==> src/sv/traffic_ca_vehicle_step_unit_assert.svh <==
// Assertion macros for the traffic lane step unit.
// Needs clk_i and rst_ni in the scope of each use.
`ifndef TRAFFIC_CA_VEHICLE_STEP_UNIT_ASSERT_SVH
`define TRAFFIC_CA_VEHICLE_STEP_UNIT_ASSERT_SVH

// property holds at every edge out of reset
`define TCVS_ASSERT_HOLD(name, prop, msg) \
  name: assert property (@(posedge clk_i) disable iff (!rst_ni) (prop)) else $error(msg);

// antecedent this edge implies consequent next edge
`define TCVS_ASSERT_NEXT(name, ante, cons, msg) \
  name: assert property (@(posedge clk_i) disable iff (!rst_ni) (ante) |=> (cons)) \
    else $error(msg);

`endif

==> src/sv/tcvs_pkg.sv <==
// Shared types, constants and helpers for the traffic lane step unit.
// No dependencies.
package tcvs_pkg;

  localparam int POS_W          = 6;
  localparam int VEL_W          = 4;
  localparam int LEN_W          = 7;
  localparam int DRAW_W         = 16;
  localparam int CFG_IDX_W      = 3;
  localparam int CFG_DATA_W     = 64;
  localparam int LANE_CELLS_DEF = 64;
  localparam int DRAW_BITS_DEF  = 16;

  localparam logic [VEL_W-1:0] BUMP_SPEED      = 4'd1;
  localparam logic [LEN_W-1:0] LANE_LEN_RESET  = 7'd64;
  localparam logic [LEN_W-1:0] LANE_LEN_MIN    = 7'd2;
  localparam logic [VEL_W-1:0] MAX_VEL_RESET   = 4'd5;

  typedef enum logic [CFG_IDX_W-1:0] {
    REG_LANE_LENGTH     = 3'd0,
    REG_MAX_VELOCITY    = 3'd1,
    REG_BRAKE_THRESHOLD = 3'd2,
    REG_ENTRY_THRESHOLD = 3'd3,
    REG_EXIT_THRESHOLD  = 3'd4,
    REG_BUMP_MAP        = 3'd5
  } reg_idx_e;

  typedef enum logic {
    OP_VEHICLE = 1'b0,
    OP_ENTRY   = 1'b1
  } op_e;

  typedef struct packed {
    logic [LEN_W-1:0]  lane_len;   // already clamped to the usable range
    logic [VEL_W-1:0]  max_vel;
    logic [DRAW_W-1:0] brake_th;   // thresholds already masked to the draw width
    logic [DRAW_W-1:0] entry_th;
    logic [DRAW_W-1:0] exit_th;
  } cfg_t;

  typedef struct packed {
    op_e               op;
    logic [POS_W-1:0]  vehicle_position;
    logic [VEL_W-1:0]  vehicle_velocity;
    logic [POS_W-1:0]  ahead_position;
    logic              is_leading;
    logic              first_cell_free;
    logic [DRAW_W-1:0] brake_draw;
    logic [DRAW_W-1:0] exit_draw;
  } item_t;

  typedef struct packed {
    logic [POS_W-1:0] next_cell;
    logic [VEL_W-1:0] next_speed;
    logic             left_lane;
    logic             entered;
    logic [LEN_W-1:0] vehicles_in_lane;
  } result_t;

  // low-bits mask for draws and thresholds
  function automatic logic [DRAW_W-1:0] draw_mask(input int bits);
    logic [63:0] m;
    m = (64'd1 << bits) - 64'd1;
    if (bits >= DRAW_W) return '1;
    return m[DRAW_W-1:0];
  endfunction

endpackage

==> src/sv/tcvs_bump.sv <==
// Priority encoder: nearest speed bump at or ahead of a cell, inside the lane.
// Depends on tcvs_pkg.
module tcvs_bump import tcvs_pkg::*; #(
  parameter int LANE_CELLS = LANE_CELLS_DEF
) (
  input  logic [LANE_CELLS-1:0] bump_i,
  input  logic [LEN_W-1:0]      len_i,
  input  logic [POS_W-1:0]      pos_i,
  output logic                  found_o,
  output logic [POS_W-1:0]      dist_o
);

  localparam int IDX_W = (LANE_CELLS > 1) ? $clog2(LANE_CELLS) : 1;

  logic [IDX_W-1:0] hit_idx;

  // scan from the far end so the lowest qualifying cell wins
  always_comb begin
    found_o = 1'b0;
    hit_idx = '0;
    for (int k = LANE_CELLS - 1; k >= 0; k--) begin
      if (bump_i[k] && (LEN_W'(k) < len_i) && (POS_W'(k) >= pos_i)) begin
        found_o = 1'b1;
        hit_idx = IDX_W'(k);
      end
    end
  end

  assign dist_o = POS_W'(hit_idx) - pos_i;

endmodule

==> src/sv/tcvs_cfg.sv <==
// Configuration register file with the write channel.
// Depends on tcvs_pkg.
module tcvs_cfg import tcvs_pkg::*; #(
  parameter int LANE_CELLS = LANE_CELLS_DEF,
  parameter int DRAW_BITS  = DRAW_BITS_DEF
) (
  input  logic                  clk_i,
  input  logic                  rst_ni,
  input  logic                  cfg_valid_i,
  output logic                  cfg_ready_o,
  input  logic [CFG_IDX_W-1:0]  cfg_index_i,
  input  logic [CFG_DATA_W-1:0] cfg_data_i,
  output cfg_t                  cfg_o,
  output logic [LANE_CELLS-1:0] bump_o
);

  localparam logic [DRAW_W-1:0] DrawMask = draw_mask(DRAW_BITS);
  localparam logic [LEN_W-1:0]  LenMax   = LEN_W'(LANE_CELLS);

  logic [LEN_W-1:0]      lane_len_q;
  logic [VEL_W-1:0]      max_vel_q;
  logic [DRAW_W-1:0]     brake_th_q, entry_th_q, exit_th_q;
  logic [LANE_CELLS-1:0] bump_q;
  logic                  wr;

  assign cfg_ready_o = 1'b1;
  assign wr          = cfg_valid_i && cfg_ready_o;

  always_ff @(posedge clk_i or negedge rst_ni) begin
    if (!rst_ni) begin
      lane_len_q <= LANE_LEN_RESET;
      max_vel_q  <= MAX_VEL_RESET;
      brake_th_q <= '0;
      entry_th_q <= '0;
      exit_th_q  <= '0;
      bump_q     <= '0;
    end else if (wr) begin
      case (cfg_index_i)
        REG_LANE_LENGTH:     lane_len_q <= cfg_data_i[LEN_W-1:0];
        REG_MAX_VELOCITY:    max_vel_q  <= cfg_data_i[VEL_W-1:0];
        REG_BRAKE_THRESHOLD: brake_th_q <= cfg_data_i[DRAW_W-1:0];
        REG_ENTRY_THRESHOLD: entry_th_q <= cfg_data_i[DRAW_W-1:0];
        REG_EXIT_THRESHOLD:  exit_th_q  <= cfg_data_i[DRAW_W-1:0];
        REG_BUMP_MAP:        bump_q     <= cfg_data_i[LANE_CELLS-1:0];
        default: ;
      endcase
    end
  end

  always_comb begin
    if (lane_len_q < LANE_LEN_MIN) begin
      cfg_o.lane_len = LANE_LEN_MIN;
    end else if (lane_len_q > LenMax) begin
      cfg_o.lane_len = LenMax;
    end else begin
      cfg_o.lane_len = lane_len_q;
    end
    cfg_o.max_vel  = max_vel_q;
    cfg_o.brake_th = brake_th_q & DrawMask;
    cfg_o.entry_th = entry_th_q & DrawMask;
    cfg_o.exit_th  = exit_th_q & DrawMask;
  end

  assign bump_o = bump_q;

endmodule

==> src/sv/tcvs_rule.sv <==
// Single-pass lane rule: entry attempt or one vehicle update, plus next count.
// Depends on tcvs_pkg and tcvs_bump.
module tcvs_rule import tcvs_pkg::*; #(
  parameter int LANE_CELLS = LANE_CELLS_DEF,
  parameter int DRAW_BITS  = DRAW_BITS_DEF
) (
  input  item_t                 item_i,
  input  cfg_t                  cfg_i,
  input  logic [LANE_CELLS-1:0] bump_i,
  input  logic [LEN_W-1:0]      count_i,
  output result_t               res_o,
  output logic [LEN_W-1:0]      count_o
);

  localparam logic [DRAW_W-1:0] DrawMask = draw_mask(DRAW_BITS);

  logic              bump_found;
  logic [POS_W-1:0]  bump_dist;
  logic [DRAW_W-1:0] bdraw, xdraw;
  logic [POS_W-1:0]  headway;
  logic [VEL_W:0]    vel_inc;
  logic [VEL_W-1:0]  v_acc, v_gap, v_bump, v_fin;
  logic [LEN_W-1:0]  dest;
  logic              leaves;

  tcvs_bump #(
    .LANE_CELLS(LANE_CELLS)
  ) u_bump (
    .bump_i (bump_i),
    .len_i  (cfg_i.lane_len),
    .pos_i  (item_i.vehicle_position),
    .found_o(bump_found),
    .dist_o (bump_dist)
  );

  always_comb begin
    bdraw = item_i.brake_draw & DrawMask;
    xdraw = item_i.exit_draw & DrawMask;

    if (item_i.is_leading) begin
      headway = POS_W'(cfg_i.max_vel);
    end else if (item_i.ahead_position > item_i.vehicle_position) begin
      headway = item_i.ahead_position - item_i.vehicle_position - POS_W'(1);
    end else begin
      headway = '0;
    end

    vel_inc = {1'b0, item_i.vehicle_velocity} + (VEL_W+1)'(1);
    v_acc   = (vel_inc < {1'b0, cfg_i.max_vel}) ? vel_inc[VEL_W-1:0] : cfg_i.max_vel;
    v_gap   = (POS_W'(v_acc) < headway) ? v_acc : headway[VEL_W-1:0];

    // bump on the current cell forces bump speed, capped by the headway, even above the gap speed
    v_bump = v_gap;
    if (bump_found) begin
      if (bump_dist == '0) begin
        v_bump = (headway < POS_W'(BUMP_SPEED)) ? headway[VEL_W-1:0] : BUMP_SPEED;
      end else if (bump_dist < POS_W'(v_gap)) begin
        v_bump = (bump_dist < headway) ? bump_dist[VEL_W-1:0] : headway[VEL_W-1:0];
      end
    end

    v_fin = v_bump;
    if ((bdraw < cfg_i.brake_th) && (v_bump != '0)) begin
      v_fin = v_bump - VEL_W'(1);
    end

    dest   = LEN_W'(item_i.vehicle_position) + LEN_W'(v_fin);
    leaves = item_i.is_leading && (cfg_i.exit_th != '0) && (xdraw < cfg_i.exit_th);

    res_o   = '0;
    count_o = count_i;
    if (item_i.op == OP_ENTRY) begin
      if ((count_i < cfg_i.lane_len) && item_i.first_cell_free &&
          (cfg_i.entry_th != '0) && (bdraw < cfg_i.entry_th)) begin
        res_o.entered = 1'b1;
        count_o       = count_i + LEN_W'(1);
      end
    end else begin
      res_o.next_speed = v_fin;
      if (dest >= cfg_i.lane_len) begin
        if (leaves) begin
          res_o.left_lane = 1'b1;
          if (count_i != '0) begin
            count_o = count_i - LEN_W'(1);
          end
        end else begin
          // stuck at the last cell
          res_o.next_cell = POS_W'(cfg_i.lane_len - LEN_W'(1));
        end
      end else begin
        res_o.next_cell = dest[POS_W-1:0];
      end
    end
    res_o.vehicles_in_lane = count_o;
  end

endmodule

==> src/sv/traffic_ca_vehicle_step_unit.sv <==
// Top level of the open-boundary traffic lane step unit.
// Depends on tcvs_pkg, tcvs_cfg, tcvs_rule and traffic_ca_vehicle_step_unit_assert.svh.

// Each input word is one lane rule evaluation: an entry attempt at cell 0 or the update
// of one vehicle (accelerate, keep headway, slow for bumps, random brake, move, leave).
// One word is accepted every clock cycle while results are taken; a result is presented
// from the result register after its word has passed the input register, with the whole
// rule evaluated in the single combinational pass between the input and the result
// register. The vehicle count is updated as a word leaves the input register,
// so consecutive words see the count left by the word before. The result register lets
// a new word in while a finished result still waits. Write configuration only while the
// unit is empty.
module traffic_ca_vehicle_step_unit import tcvs_pkg::*; #(
  parameter int LANE_CELLS = LANE_CELLS_DEF,
  parameter int DRAW_BITS  = DRAW_BITS_DEF
) (
  input  logic                  clk_i,
  input  logic                  rst_ni,
  input  logic                  cfg_valid_i,
  output logic                  cfg_ready_o,
  input  logic [CFG_IDX_W-1:0]  cfg_index_i,
  input  logic [CFG_DATA_W-1:0] cfg_data_i,
  input  logic                  in_valid_i,
  output logic                  in_ready_o,
  input  logic                  op_i,
  input  logic [POS_W-1:0]      vehicle_position_i,
  input  logic [VEL_W-1:0]      vehicle_velocity_i,
  input  logic [POS_W-1:0]      ahead_position_i,
  input  logic                  is_leading_i,
  input  logic                  first_cell_free_i,
  input  logic [DRAW_W-1:0]     brake_draw_i,
  input  logic [DRAW_W-1:0]     exit_draw_i,
  output logic                  out_valid_o,
  input  logic                  out_ready_i,
  output logic [POS_W-1:0]      next_cell_o,
  output logic [VEL_W-1:0]      next_speed_o,
  output logic                  left_lane_o,
  output logic                  entered_o,
  output logic [LEN_W-1:0]      vehicles_in_lane_o
);

  `include "traffic_ca_vehicle_step_unit_assert.svh"

  cfg_t                  cfg;
  logic [LANE_CELLS-1:0] bump;

  logic             in_valid_q;
  item_t            item_q;
  logic             out_valid_q;
  result_t          res_q, res_d;
  logic [LEN_W-1:0] count_q, count_d;
  logic             advance, in_take;

  tcvs_cfg #(
    .LANE_CELLS(LANE_CELLS),
    .DRAW_BITS (DRAW_BITS)
  ) u_cfg (
    .clk_i      (clk_i),
    .rst_ni     (rst_ni),
    .cfg_valid_i(cfg_valid_i),
    .cfg_ready_o(cfg_ready_o),
    .cfg_index_i(cfg_index_i),
    .cfg_data_i (cfg_data_i),
    .cfg_o      (cfg),
    .bump_o     (bump)
  );

  tcvs_rule #(
    .LANE_CELLS(LANE_CELLS),
    .DRAW_BITS (DRAW_BITS)
  ) u_rule (
    .item_i (item_q),
    .cfg_i  (cfg),
    .bump_i (bump),
    .count_i(count_q),
    .res_o  (res_d),
    .count_o(count_d)
  );

  assign advance    = in_valid_q && (!out_valid_q || out_ready_i);
  assign in_ready_o = !in_valid_q || advance;
  assign in_take    = in_valid_i && in_ready_o;

  always_ff @(posedge clk_i or negedge rst_ni) begin
    if (!rst_ni) begin
      in_valid_q  <= 1'b0;
      out_valid_q <= 1'b0;
      count_q     <= '0;
    end else begin
      if (in_ready_o) begin
        in_valid_q <= in_valid_i;
      end
      if (advance) begin
        out_valid_q <= 1'b1;
        count_q     <= count_d;
      end else if (out_ready_i) begin
        out_valid_q <= 1'b0;
      end
    end
  end

  always_ff @(posedge clk_i) begin
    if (in_take) begin
      item_q.op               <= op_e'(op_i);
      item_q.vehicle_position <= vehicle_position_i;
      item_q.vehicle_velocity <= vehicle_velocity_i;
      item_q.ahead_position   <= ahead_position_i;
      item_q.is_leading       <= is_leading_i;
      item_q.first_cell_free  <= first_cell_free_i;
      item_q.brake_draw       <= brake_draw_i;
      item_q.exit_draw        <= exit_draw_i;
    end
    if (advance) begin
      res_q <= res_d;
    end
  end

  assign out_valid_o        = out_valid_q;
  assign next_cell_o        = res_q.next_cell;
  assign next_speed_o       = res_q.next_speed;
  assign left_lane_o        = res_q.left_lane;
  assign entered_o          = res_q.entered;
  assign vehicles_in_lane_o = res_q.vehicles_in_lane;

  `TCVS_ASSERT_HOLD(a_count_bound, count_q <= LEN_W'(LANE_CELLS), "vehicle count overflow")
  `TCVS_ASSERT_HOLD(a_one_event, !(out_valid_o && entered_o && left_lane_o), "entry with exit")
  `TCVS_ASSERT_NEXT(a_count_stable, !advance, $stable(count_q), "count moved without a word")
  `TCVS_ASSERT_NEXT(a_no_drop, in_valid_q && out_valid_q && !out_ready_i, in_valid_q, "stalled word lost")

endmodule

==> config.mk <==
export PLATFORM = sky130hd
export DESIGN_NAME = traffic_ca_vehicle_step_unit
export DESIGN_NICKNAME = d
export VERILOG_FILES = /design/src/sv/tcvs_pkg.sv /design/src/sv/tcvs_bump.sv /design/src/sv/tcvs_cfg.sv /design/src/sv/tcvs_rule.sv /design/src/sv/traffic_ca_vehicle_step_unit.sv
export VERILOG_INCLUDE_DIRS = /design/src /design/src/sv
export SDC_FILE = /design/constraint.sdc
export NUM_CORES = 1
export LEC_CHECK = 0
export BUFFER_PORTS_ARGS = -buffer_cell sky130_fd_sc_hd__buf_4
export CELL_PAD_IN_SITES_DETAIL_PLACEMENT = 2
export CELL_PAD_IN_SITES_GLOBAL_PLACEMENT = 2
export CORE_MARGIN = 2
export CORE_UTILIZATION = 41
export CTS_CLUSTER_DIAMETER = 100
export DETAILED_ROUTE_END_ITERATION = 6
export PLACE_DENSITY = 0.88
export SYNTH_ARGS = -nofsm -noshare
export SYNTH_HDL_FRONTEND = slang
export SYNTH_SLANG_ARGS = --single-unit
==> constraint.sdc <==
create_clock -name clk_i -period 26.8 [get_ports clk_i]
set_clock_uncertainty 0.05 [all_clocks]
set_input_delay 2.68 -clock clk_i [delete_from_list [all_inputs] [get_ports clk_i]]
set_output_delay 2.68 -clock clk_i [all_outputs]
set_load 0.005 [all_outputs]
* Yosys cells after proc, flatten, opt, wreduce, memory -nomap -nowiden
Index checks and enable logic that the tools add are counted.
Cells by class: shift-type cells 0, equality and inequality tests 5, muxes and demuxes 151, add/sub/neg operators 9, bitwise gates (word level) 1, $mul 0, reduce and logical (&&, ||, !) cells 154, div/mod/pow operators 0, magnitude comparators 141
Operators with widths (count):
- $mux W6 | 68
- $lt A6 B7 Y1 const A | 32
- $ge A6 B6 Y1 const A | 32
- $logic_and A1 B1 Y1 | 136
- $lt A5 B7 Y1 const A | 16
- $ge A5 B6 Y1 const A | 16
- $mux W1 | 68
- $lt A4 B7 Y1 const A | 8
- $mux W7 | 7
- $ge A4 B6 Y1 const A | 8
- $lt A16 B16 Y1 | 3
- $mux W4 | 8
- $reduce_bool A16 Y1 | 2
- $lt A3 B7 Y1 const A | 4
- $ge A3 B6 Y1 const A | 4
- $lt A1 B7 Y1 const A | 2
- $lt A2 B7 Y1 const A | 2
- $ge A1 B6 Y1 const A | 2
- $ge A2 B6 Y1 const A | 2
- $reduce_and A2 Y1 | 6
- $sub A6 B1 Y6 const B | 2
- $sub A6 B6 Y6 | 2
- $add A6 B4 Y7 | 1
- $add A7 B1 Y7 const B | 1
- 25 further kinds | 29
Storage, ports and cells: latch bits 0, word-level logic and storage cells 483, register bits after elaboration 202, bits in read-only memories 0, bits in writable memories 0, memories kept 0

* Longest topological paths before layout
Gate-level depths: netlist (run 1).
word-level depth 83, depth in mapped cells 50, mapped depth without buffers 47

* By module
Synthesis (run 1) repeated with hierarchy kept, for this count alone.
Unflattened totals: cells, all modules 1315, area, all modules 13673.1 um2
Modules (own cells, without submodules):
- tcvs_cfg | times used 1, cells an instance 276, area an instance 4840.9 um2
- tcvs_rule | times used 1, cells an instance 525, area an instance 3732.3 um2
- tcvs_bump | times used 1, cells an instance 421, area an instance 2611.3 um2
- traffic_ca_vehicle_step_unit | times used 1, cells an instance 93, area an instance 2488.6 um2

* Least setup slack after synthesis (run 1)
OpenSTA, ideal clock, no wires.
kind register to register, start point register u_cfg.lane_len_q[6], end point register res_q, in the netlist vehicles_in_lane_o[0], data pin, buffers on the path 4, required time 26.491 ns, setup time 0.259 ns, path slack 17.987 ns, stages on the path, launching flop included 47, arrival time 8.503 ns, path through dfstp_2 -> buf_6 -> buf_6 -> buf_4 -> and4b_1 -> nor3_1 -> o31a_1 -> o311ai_0 -> a211o_1 -> a21oi_1 -> o211a_1 -> o22ai_1 -> a31oi_1 -> o21ai_0 -> a21oi_1 -> or2_2 -> fa_1 -> xor2_1 -> (+11 left out) -> nand2_1 -> ha_1 -> inv_1 -> fa_1 -> inv_1 -> ha_1 -> a21o_1 -> a21o_1 -> a21o_1 -> a21o_1 -> a21o_1 -> a21o_1 -> o2111ai_1 -> a21oi_1 -> or2_2 -> clkbuf_1 -> o21ai_0 -> xnor2_1
On the way: word-level cells in the longest chain between the ends 83, elaborated cells between the ends (all ways) 345, classes of those cells 3 x add/sub; 70 x order compare; 138 x mux; 134 x reduce/logical
Ends and longest elaborated chain:
- start: declaration | line tcvs_cfg.sv:20 | logic [LEN_W-1:0] lane_len_q;
- start signal: assignment | line tcvs_cfg.sv:39 | REG_LANE_LENGTH: lane_len_q <= cfg_data_i[LEN_W-1:0];
- $gt A7 B7 Y1 | line tcvs_cfg.sv:53 | end else if (lane_len_q > LenMax) begin
- $mux W7 | line tcvs_cfg.sv:53
- $mux W7 (*) | line tcvs_cfg.sv:51 | if (lane_len_q < LANE_LEN_MIN) begin
- $lt A6 B7 Y1 | line tcvs_bump.sv:22 | if (bump_i[k] && (LEN_W'(k) < len_i) && (POS_W'(k) >= pos_i)) begin
- $logic_and A1 B1 Y1 (2 in series) | line tcvs_bump.sv:22
- $mux W6 (64 in series) | line tcvs_bump.sv:22
- $sub A6 B6 Y6 | line tcvs_bump.sv:29 | assign dist_o = POS_W'(hit_idx) - pos_i;
- $lt A6 B6 Y1 | line tcvs_rule.sv:58 | v_bump = (bump_dist < headway) ? bump_dist[VEL_W-1:0] : headway[VEL_W-1:0];
- (+4 left out)
- parallel branches: the longest is 2 deep, another holds $sub A4 B1 Y4
- $mux W4 (*) | line tcvs_rule.sv:63 | if ((bdraw < cfg_i.brake_th) && (v_bump != '0)) begin
- net u_rule.v_fin[0] | line tcvs_rule.sv:22 | logic [VEL_W-1:0] v_acc, v_gap, v_bump, v_fin;
- $add A6 B4 Y7 (*) | line tcvs_rule.sv:67 | dest = LEN_W'(item_i.vehicle_position) + LEN_W'(v_fin);
- $ge A7 B7 Y1 (*) | line tcvs_rule.sv:80 | if (dest >= cfg_i.lane_len) begin
- $mux W7 (*) | line tcvs_rule.sv:80
- $mux W7 (*) | line tcvs_rule.sv:72 | if (item_i.op == OP_ENTRY) begin
- net count_d[0] | line traffic_ca_vehicle_step_unit.sv:51 | logic [LEN_W-1:0] count_q, count_d;
- end signal: assignment | line traffic_ca_vehicle_step_unit.sv:114 | res_q <= res_d;
- end: declaration | line traffic_ca_vehicle_step_unit.sv:50 | result_t res_q, res_d;
Mark *: on every way through the listed nets, which the timed path passes. A chain may end at the register's enable or synchronous reset.

* Final worst setup path (run 1)
start point register u_cfg.lane_len_q[6], end point register count_q[1]
On the way: word-level cells in the longest chain between the ends 83, elaborated cells between the ends (all ways) 345, classes of those cells 3 x add/sub; 70 x order compare; 138 x mux; 134 x reduce/logical
Ends and longest elaborated chain:
- $gt A7 B7 Y1 | line tcvs_cfg.sv:53
- $mux W7 | line tcvs_cfg.sv:53
- $mux W7 (*) | line tcvs_cfg.sv:51
- $lt A6 B7 Y1 | line tcvs_bump.sv:22
- $logic_and A1 B1 Y1 (2 in series) | line tcvs_bump.sv:22
- $mux W6 (64 in series) | line tcvs_bump.sv:22
- $sub A6 B6 Y6 | line tcvs_bump.sv:29
- $lt A6 B6 Y1 | line tcvs_rule.sv:58
- (+3 left out)
- $mux W4 (*) | line tcvs_rule.sv:54 | if (bump_found) begin
- parallel branches: the longest is 2 deep, another holds $sub A4 B1 Y4
- $mux W4 (*) | line tcvs_rule.sv:63
- net u_rule.v_fin[1] | line tcvs_rule.sv:22
- $add A6 B4 Y7 (*) | line tcvs_rule.sv:67
- $ge A7 B7 Y1 (*) | line tcvs_rule.sv:80
- $mux W7 (*) | line tcvs_rule.sv:80
- $mux W7 (*) | line tcvs_rule.sv:72
- end signal: assignment | line traffic_ca_vehicle_step_unit.sv:95 | count_q <= count_d;
- end: declaration | line traffic_ca_vehicle_step_unit.sv:51
Marked as above.

==> results of run 1 <==
layout make-up:
class | count | area share
Clock buffer | 34 | 0.0434
Clock inverter | 10 | 0.00673
Inverter | 87 | 0.0209
Multi-Input combinational cell | 997 | 0.471
Sequential cell | 202 | 0.346
Tap cell | 442 | 0.0354
Timing Repair Buffer | 157 | 0.0757
per-layer routing:
| metal | track usage | part of all wire | up-vias |
|---|---|---|---|
| li1 | - | - | 5279 |
| met3 | 0.0565 | 0.054 | 175 |
| met4 | 0.157 | 0.055 | 2 |
| met2 | 0.547 | 0.49 | 445 |
| met5 | 0.0148 | 0.0013 | - |
| met1 | 0.372 | 0.40 | 6123 |
flip-flops by register name (all words and copies together), names as in the netlist, 4 cells and up:
signal / cells
vehicles_in_lane_o: 7
item_q: 51
next_speed_o: 4
u_cfg.exit_th_q: 16
count_q: 7
u_cfg.brake_th_q: 16
next_cell_o: 6
u_cfg.entry_th_q: 16
u_cfg.max_vel_q: 4
u_cfg.lane_len_q: 7
u_cfg.bump_o: 64
worst max path at each step:
stage                        startpoint               endpoint  slack, ps  cells past startpoint
finish              u_cfg.lane_len_q[6]             count_q[1]      15040                     41
global route        u_cfg.lane_len_q[6]             count_q[1]      14240                     42
CTS                 u_cfg.lane_len_q[6]             count_q[1]      15150                     41
detailed placement  u_cfg.lane_len_q[6]             count_q[1]      15380                     41
global placement             item_q[48]             count_q[1]      16260                     41
floorplan           u_cfg.lane_len_q[6]  vehicles_in_lane_o[0]      17990                     46
Yosys cell counts, drive strengths merged, types with 32 or more instances:
cell type,count,area share
edfxtp,70,0.16
mux2,93,0.078
ha,94,0.088
a21oi,63,0.024
buf,32,0.015
o21ai,96,0.036
nand2,102,0.029
dfrtp,129,0.24
nor2,77,0.022
inv,86,0.024
a21o,45,0.025
logic make-up (layout without fill, tap and decap cells):
logic type                 count (synthesis)  count (layout)  synth area share
other                                      1               1          0.000280
xor gates and xnor gates                  21              21            0.0143
muxes                                     99              99            0.0827
DFF                                      202             202             0.404
adders and majority gates                 97              97            0.0924
buffers and inverters                    146             288            0.0470
and+or+nand+nor                          378             378             0.150
AOI/OAI and AO/OA                        401             401             0.209
critical path, delay by kind of cell (launching register included):
| family | cells | cell delay (ps) |
|---|---|---|
| compound gates | 25 | 6650 |
| xor+xnor | 2 | 520 |
| fa+ha+maj | 4 | 1340 |
| buf+inv | 2 | 200 |
| flops | 1 | 920 |
| simple gates | 8 | 1920 |
report_power, final:
part	switching [W]	internal, W
clock network	0.000143	0.000187
registers	0.0000607	0.000390
logic	0.000470	0.000319
total	0.000674	0.000896
stage by stage:
step                      setup WS (ps)  instance area (um2)  hold slack (ps)
after floorplan                   17990                13400              407
after global placement            16260                14800              426
after detailed placement          15380                14800              453
after CTS                         15150                15600              466
after global routing              14240                15600              472
final                             15040                15600              459
==> flow_metrics.py, run 1 <==
metrics = {
    "critical_path": {
        "r2r_start": "u_cfg.lane_len_q[6]",
        "slowest_stage": "a211oi_1",
        "path_class": "reg2reg",
        "end_kind": "register",
        "reg2reg_slack_ps": 15040,
        "path_max_fanout": 30,
        "critPathArrivalTime_ps": 12150,
        "crit_path_start_kind": "register",
        "path_common_cell": "o21ai_0",
        "worstPathRequired_ps": 27200,
        "slowest_delay_ps": 990,
        "r2r_end": "count_q[1]",
        "ff2ff_path_depth": 41,
    },
    "synthesis": {
        "synth-async-reset-ratio": 0.653,
        "ys_types": 101,
        "ys.flop_type": "dfrtp_1",
        "synth_edf_count": 70,
        "syn-cell-area_um2": 13400,
        "syn_nets": 1565,
        "seq_area_frac_synth": 0.404,
        "avgSynthCellArea_um2": 9.95,
        "yosysWarnings": 0,
        "ys_seq_elements": 202,
        "syn_inst": 1345,
    },
    "detailed_routing": {
        "vias": 12000,
        "via_per_inst": 6.23,
        "drtIter0Drc": 793,
        "ant_nets": 0,
        "drc_errors": 0,
        "finalWirelength_mm": 52.9,
        "drtPass1Iterations": 5,
        "avgRoutedWirePerCell_um": 27.4,
    },
    "sta": {
        "grt_setup_unrepaired": "no",
        "finalHoldViolations": 0,
        "slew_violations": 0,
        "setup_tns_ps": 0,
        "worst_pin_slew_ps": 1270,
        "finalCritPeriodShare": 0.439,
        "finalSetupViolations": 0,
        "post-route-min-period_ps": 11760,
        "max_freq_ghz": 0.0851,
        "relSlewSlack": 0.146,
    },
    "cts": {
        "clkLatencyLatePin_ps": 570,
        "cts_resized": 0,
        "htree_levels": 1,
        "clock_sinks": 202,
        "clockBufferDepth": 3,
        "cts_root_buffer": "clkbuf_16",
        "hold_buffers": 0,
        "cts_buffers": 24,
        "post_cts.repair.setup_buffers": 0,
        "cts_tree": "built",
        "cts.clk_slew.worst_paths_ps": 60,
    },
    "grt": {
        "antenna_found_initial": 0,
        "grt_max_degree": 71,
        "grtUsageTotal": 0.315,
        "grt-ovfl-total": 0,
        "grt_pass1_wl_mm": 81.2,
        "grt_pass1_vias": 13700,
    },
    "finish": {
        "final_layout_size_suffix_gt1_frac": 0.226,
        "seqCellArea_um2": 5410,
        "mostFrequentLayoutCell": "buf_4",
        "utilization": 0.482,
        "layout_common_cells": "buf_4, dfrtp_1, nand2_1",
        "layout.nets": 1689,
        "diodes": 0,
        "multi_input_area_um2": 7360,
        "final_cells": 1929,
        "syn_to_final_growth_pct": 16.6,
        "fillCellCount": 3371,
    },
    "die": {
        "start_util": 0.413,
        "die_w_um": 185,
        "io_pins": 145,
        "die_y_um": 185,
        "die_area_um2": 34100,
        "core_um2": 32400,
        "rows": 66,
    },
    "placed_design": {
        "hpwl_mm": 38.3,
        "placed_cells": 1885,
        "place_congestion": 0.918,
        "portBuffers": 143,
    },
    "hold_path": {
        "holdPathEnd": "u_cfg.bump_o[38]",
        "min_from": "u_cfg.bump_o[38]",
        "hold_depth": 1,
        "hold_class": "reg2reg",
    },
    "pwr": {
        "peakVddDrop_uv": 61.7,
        "power_w": 0.00157,
        "p_leak_nw": 6.73,
        "p_per_area_nw_per_um2": 101,
    },
    "outcome": {
        "status": "finished clean",
    },
    "job": {
        "max_cap_violations": 0,
    },
}
Power figures use the tool's default switching activity.
==> inputs of run 2 (changes only) <==
--- a/config.mk
+++ b/config.mk
@@ -10,10 +10,10 @@
 export CELL_PAD_IN_SITES_DETAIL_PLACEMENT = 2
 export CELL_PAD_IN_SITES_GLOBAL_PLACEMENT = 2
 export CORE_MARGIN = 2
-export CORE_UTILIZATION = 41
+export CORE_UTILIZATION = 38
 export CTS_CLUSTER_DIAMETER = 100
 export DETAILED_ROUTE_END_ITERATION = 6
-export PLACE_DENSITY = 0.88
+export PLACE_DENSITY = 0.82
 export SYNTH_ARGS = -nofsm -noshare
 export SYNTH_HDL_FRONTEND = slang
 export SYNTH_SLANG_ARGS = --single-unit
==> constraint.sdc (replaced) <==
create_clock -name clk_i -period 12.1 [get_ports clk_i]
set_clock_uncertainty 0.05 [all_clocks]
set_input_delay 1.21 -clock clk_i [delete_from_list [all_inputs] [get_ports clk_i]]
set_output_delay 1.21 -clock clk_i [all_outputs]
set_load 0.005 [all_outputs]
==> run 2 against run 1 <==
Against the previous run: utilization shrank 2.6 points; non-clock buffer count rose by 7; worst setup slack worse by 14000 ps; cell count is 1.0% higher; combinational power grew 120%; final area grew 1.3%; flip-flop and latch count unchanged; clock power rose by 140%; die area up 7.7%; power grew 130%; highest routed layer is now met4.
==> flow_metrics.py, run 2 (synthesized netlist as in run 1, its figures left out) <==
metrics = {
    "outcome": {
        "status": "finished clean",
    },
    "cts": {
        "cts_buffers": 24,
        "clockBufferDepth": 3,
        "cts.clk_slew.worst_paths_ps": 60,
        "cts_tree": "built",
        "cts_root_buffer": "clkbuf_16",
        "clock_sinks": 202,
        "htree_levels": 1,
        "hold_buffers": 0,
        "clkLatencyLatePin_ps": 580,
    },
    "grt": {
        "grt_pass1_vias": 13000,
        "grtUsageTotal": 0.281,
        "met2_usage": 0.483,
        "grt-ovfl-total": 0,
        "grt_use_met3": 0.0393,
        "antenna_found_initial": 0,
        "grt_util_met1": 0.357,
        "grt_max_degree": 79,
        "top_usage_layer": "met2",
        "grt_pass1_wl_mm": 78.7,
    },
    "sta": {
        "relSlewSlack": 0.201,
        "finalSetupViolations": 0,
        "finalHoldViolations": 0,
        "max_freq_ghz": 0.0867,
        "finalCritPeriodShare": 0.953,
        "worst_pin_slew_ps": 1190,
        "slew_violations": 0,
        "post-route-min-period_ps": 11530,
    },
    "critical_path": {
        "slowest_stage": "edfxtp_1",
        "r2r_end": "vehicles_in_lane_o[5]",
        "r2r_start": "item_q[45]",
        "ff2ff_path_depth": 42,
        "critPathArrivalTime_ps": 11780,
        "end_kind": "register",
        "reg2reg_slack_ps": 570,
        "path_class": "reg2reg",
        "slowest_delay_ps": 760,
        "worstPathRequired_ps": 12350,
        "path_max_fanout": 19,
        "path_common_cell": "a21o_1",
        "crit_path_start_kind": "register",
    },
    "hold_path": {
        "hold_depth": 1,
        "holdPathEnd": "u_cfg.bump_o[24]",
        "hold_class": "reg2reg",
        "min_from": "u_cfg.bump_o[24]",
    },
    "detailed_routing": {
        "finalWirelength_mm": 51.4,
        "drc_errors": 0,
        "avgRoutedWirePerCell_um": 26.4,
        "via_per_inst": 6.10,
        "ant_nets": 0,
        "drtIter0Drc": 914,
        "drtPass1Iterations": 5,
        "vias": 11900,
    },
    "placed_design": {
        "place_congestion": 0.954,
        "portBuffers": 143,
        "hpwl_mm": 37.8,
    },
    "die": {
        "io_pins": 145,
        "die_area_um2": 36700,
        "die_w_um": 192,
        "core_um2": 34600,
        "die_y_um": 192,
        "rows": 68,
        "start_util": 0.387,
    },
    "finish": {
        "final_layout_size_suffix_gt1_frac": 0.232,
        "layout.nets": 1696,
        "syn_to_final_growth_pct": 18.1,
        "diodes": 0,
        "utilization": 0.457,
        "largest_reg_flops": 64,
        "mostFrequentLayoutCell": "buf_4",
        "fillCellCount": 3652,
        "layout_common_cells": "buf_4, dfrtp_1, nand2_1",
    },
    "pwr": {
        "peakVddDrop_uv": 123,
        "power_w": 0.00355,
        "p_leak_nw": 6.83,
        "p_per_area_nw_per_um2": 225,
    },
    "job": {
        "max_cap_violations": 0,
    },
}
-- run 2: metrics by stage --
step           worst slack [ps]  instances  hold WS [ps]  area [um2]  setup TNS (ps)
6_report                    565       1949           454       15800               0
3_3_place_gp               1640       1900           426       14900               0
4_1_cts                     649       1944           458       15700               0
5_1_grt                   -39.8       1949           473       15800           -39.8
2_1_floorplan              3290       1345           407       13400               0
3_5_place_dp                750       1900           441       14900               0
-- run 2: layer usage --
metal / routed length, um / up-vias / part of all wire
met5: 0 / - / 0
met3: 2700 / 113 / 0.053
li1: - / 5303 / -
met2: 25000 / 413 / 0.49
met4: 2090 / 0 / 0.041
met1: 21600 / 6052 / 0.42
-- run 2: worst max path at each step --
stage	startpoint	end	slack [ps]	depth (start not counted)
after detailed placement	item_q[48]	vehicles_in_lane_o[5]	750	41
after global placement	item_q[45]	vehicles_in_lane_o[5]	1640	42
after CTS	item_q[47]	vehicles_in_lane_o[5]	650	37
final	item_q[45]	vehicles_in_lane_o[5]	570	42
after global routing	item_q[45]	vehicles_in_lane_o[5]	-40	42
after floorplan	u_cfg.lane_len_q[6]	vehicles_in_lane_o[0]	3290	46
-- run 2: critical path: cells and delay by family (launching register included) --
kind | cells | cell delay [ps]
compound gates | 26 | 6260
fa+ha+maj | 4 | 1410
simple gates | 6 | 1280
flops | 1 | 760
buf+inv | 3 | 610
xor+xnor | 2 | 430
mux | 1 | 430
-- run 2: layout make-up --
class,instances,area [um2],share of cell area
multi-input cells,997,7360,0.465
flip-flops and latches,202,5410,0.342
repair buffers,164,1260,0.0796
clock buffers,39,835,0.0528
well taps,455,569,0.0360
inverters,87,327,0.0207
clock inverters,5,55.1,0.00348
-- run 2: what timing repair did --
| item | in CTS | in global routing |
|---|---|---|
| endpoints found under the setup margin | 0 | 2 |
| resized for setup | 0 | 1 |
| setup buffers | 0 | 5 |
-- run 2: power breakdown --
group	internal [W]	total [W]	switching (W)
clock network	0.000476	0.000796	0.000320
registers	0.000863	0.00101	0.000144
logic	0.000715	0.00175	0.00104
==> inputs of run 3 (changes only) <==
--- a/config.mk
+++ b/config.mk
@@ -9,10 +9,12 @@
 export BUFFER_PORTS_ARGS = -buffer_cell sky130_fd_sc_hd__buf_4
 export CELL_PAD_IN_SITES_DETAIL_PLACEMENT = 2
 export CELL_PAD_IN_SITES_GLOBAL_PLACEMENT = 2
+export CORE_ASPECT_RATIO = 1.5
 export CORE_MARGIN = 2
 export CORE_UTILIZATION = 38
 export CTS_CLUSTER_DIAMETER = 100
 export DETAILED_ROUTE_END_ITERATION = 6
+export GPL_TIMING_DRIVEN = 0
 export PLACE_DENSITY = 0.82
 export SYNTH_ARGS = -nofsm -noshare
 export SYNTH_HDL_FRONTEND = slang
==> constraint.sdc (replaced) <==
create_clock -name clk_i -period 11.2 [get_ports clk_i]
set_clock_uncertainty 0.05 [all_clocks]
set_input_delay 1.12 -clock clk_i [delete_from_list [all_inputs] [get_ports clk_i]]
set_output_delay 1.12 -clock clk_i [all_outputs]
set_load 0.005 [all_outputs]
==> run 3 against run 2 <==
Against the previous run: maximum frequency up 6.5%; sequential power about the same; clock-buffer cell count is 10 lower; non-clock buffer count is 41 higher; register-to-register slack worse by 190 ps; highest routed layer unchanged.
==> flow_metrics.py, run 3 (synthesized netlist as in run 1, its figures left out) <==
metrics = {
    "grt": {
        "grt-ovfl-total": 0,
        "grt_pass1_vias": 13500,
        "grt_pass1_wl_mm": 79.6,
        "grt_max_degree": 96,
        "antenna_found_initial": 0,
        "grtUsageTotal": 0.288,
    },
    "die": {
        "start_util": 0.384,
        "core_um2": 34900,
        "die_y_um": 234,
        "io_pins": 145,
        "die_area_um2": 36800,
        "rows": 84,
        "die_w_um": 157,
    },
    "finish": {
        "multi_input_area_um2": 7430,
        "seqCellArea_um2": 5410,
        "layout_common_cells": "buf_4, dfrtp_1, nand2_1",
        "syn_to_final_growth_pct": 19.2,
        "utilization": 0.457,
        "layout.nets": 1735,
        "fillCellCount": 3684,
        "final_layout_size_suffix_gt1_frac": 0.246,
        "largest_reg_flops": 64,
        "mostFrequentLayoutCell": "buf_4",
        "diodes": 0,
    },
    "placed_design": {
        "hpwl_mm": 41.3,
        "place_congestion": 0.993,
        "portBuffers": 143,
    },
    "critical_path": {
        "path_common_cell": "a21o_1",
        "slowest_stage": "fa_1",
        "end_kind": "register",
        "critPathArrivalTime_ps": 11030,
        "crit_path_start_kind": "register",
        "path_class": "reg2reg",
        "path_max_fanout": 10,
        "worstPathRequired_ps": 11400,
        "slowest_delay_ps": 540,
    },
    "detailed_routing": {
        "drtIter0Drc": 538,
        "ant_nets": 0,
        "via_per_inst": 5.98,
        "avgRoutedWirePerCell_um": 26.2,
        "drc_errors": 0,
        "finalWirelength_mm": 52.5,
        "drtPass1Iterations": 5,
        "vias": 12000,
    },
    "sta": {
        "relSlewSlack": 0.104,
        "setup_tns_ps": 0,
        "worst_pin_slew_ps": 1330,
        "finalCritPeriodShare": 0.967,
        "max_freq_ghz": 0.0923,
        "post-route-min-period_ps": 10830,
        "holdWs_ps": 443,
        "slew_violations": 0,
        "finalHoldViolations": 0,
        "finalSetupViolations": 0,
    },
    "pwr": {
        "switching_share": 0.414,
        "p_int_w": 0.00218,
        "combPwrFrac": 0.514,
        "peakVddDrop_uv": 110,
        "switching_power_w": 0.00154,
        "pwr-share-clk": 0.206,
        "p_leak_nw": 6.88,
        "p_per_area_nw_per_um2": 233,
        "p_seq_frac": 0.280,
    },
    "cts": {
        "cts_root_buffer": "clkbuf_16",
        "clock_sinks": 202,
        "clkLatencyLatePin_ps": 530,
        "cts.clk_slew.worst_paths_ps": 60,
        "htree_levels": 1,
        "cts_tree": "built",
        "hold_buffers": 0,
        "cts_buffers": 22,
        "clockBufferDepth": 3,
    },
    "outcome": {
        "status": "finished clean",
    },
    "hold_path": {
        "hold_class": "reg2reg",
    },
    "job": {
        "max_cap_violations": 0,
    },
}
-- run 3: area by class of cell --
type / instances / area share
Sequential cell: 202 / 0.339
Tap cell: 473 / 0.0371
Clock inverter: 11 / 0.00815
Inverter: 87 / 0.0207
Clock buffer: 29 / 0.0387
Timing Repair Buffer: 149 / 0.0724
Multi-Input combinational cell: 997 / 0.466
Buffer: 56 / 0.0184
-- run 3: power groups by stage --
stage	Clock (W)	Sequential, W	Combinational (W)
after floorplan	0	0.00101	0.00127
after global placement	0	0.00105	0.00174
after detailed placement	0	0.00106	0.00185
after CTS	0.000785	0.00104	0.00187
after global routing	0.000810	0.00106	0.00210
final	0.000766	0.00104	0.00191
-- run 3: worst paths after layout --
kind	start	to	slack [ps]	cells past startpoint
max	item_q[46]	vehicles_in_lane_o[5]	370	44
min	in_valid_q	out_valid_o	440	1
max reg2reg	item_q[46]	vehicles_in_lane_o[5]	370	44
min reg2reg	in_valid_q	out_valid_o	440	1
max in group asynchronous	rst_ni	u_cfg.max_vel_q[0]	9760	2
min in group asynchronous	rst_ni	u_cfg.bump_o[44]	450	1
-- run 3: what timing repair did --
item                                    CTS  global route
endpoints found under the setup margin   11            20
gates resized for setup                   3            23
setup buffers                             0             4
endpoints found under the hold margin     0             0
-- run 3: metal layers --
metal | part of all wire | track usage
met4 | 0.067 | 0.178
met1 | 0.36 | 0.300
met5 | 0 | 0
met2 | 0.54 | 0.543
met3 | 0.034 | 0.0336
-- run 3: stage by stage --
stage               total power, W  instances  worst slack, ps  instance area [um2]
detailed placement         0.00291       1963             -230                15100
global route               0.00397       2004            -77.3                16000
global placement           0.00278       1961              188                15000
finish                     0.00372       2004              371                16000
floorplan                  0.00227       1345             2390                13400
CTS                        0.00370       2003             12.7                15900
-- run 3: worst max-delay path, delay by kind of cell (launching register included) --
family	cells	cell delay (ps)
adders and majority gates	5	1780
DFF	1	440
and+or+nand+nor	7	1480
xor gates and xnor gates	1	230
muxes	1	410
buffers and inverters	5	690
AOI/OAI and AO/OA	25	5450
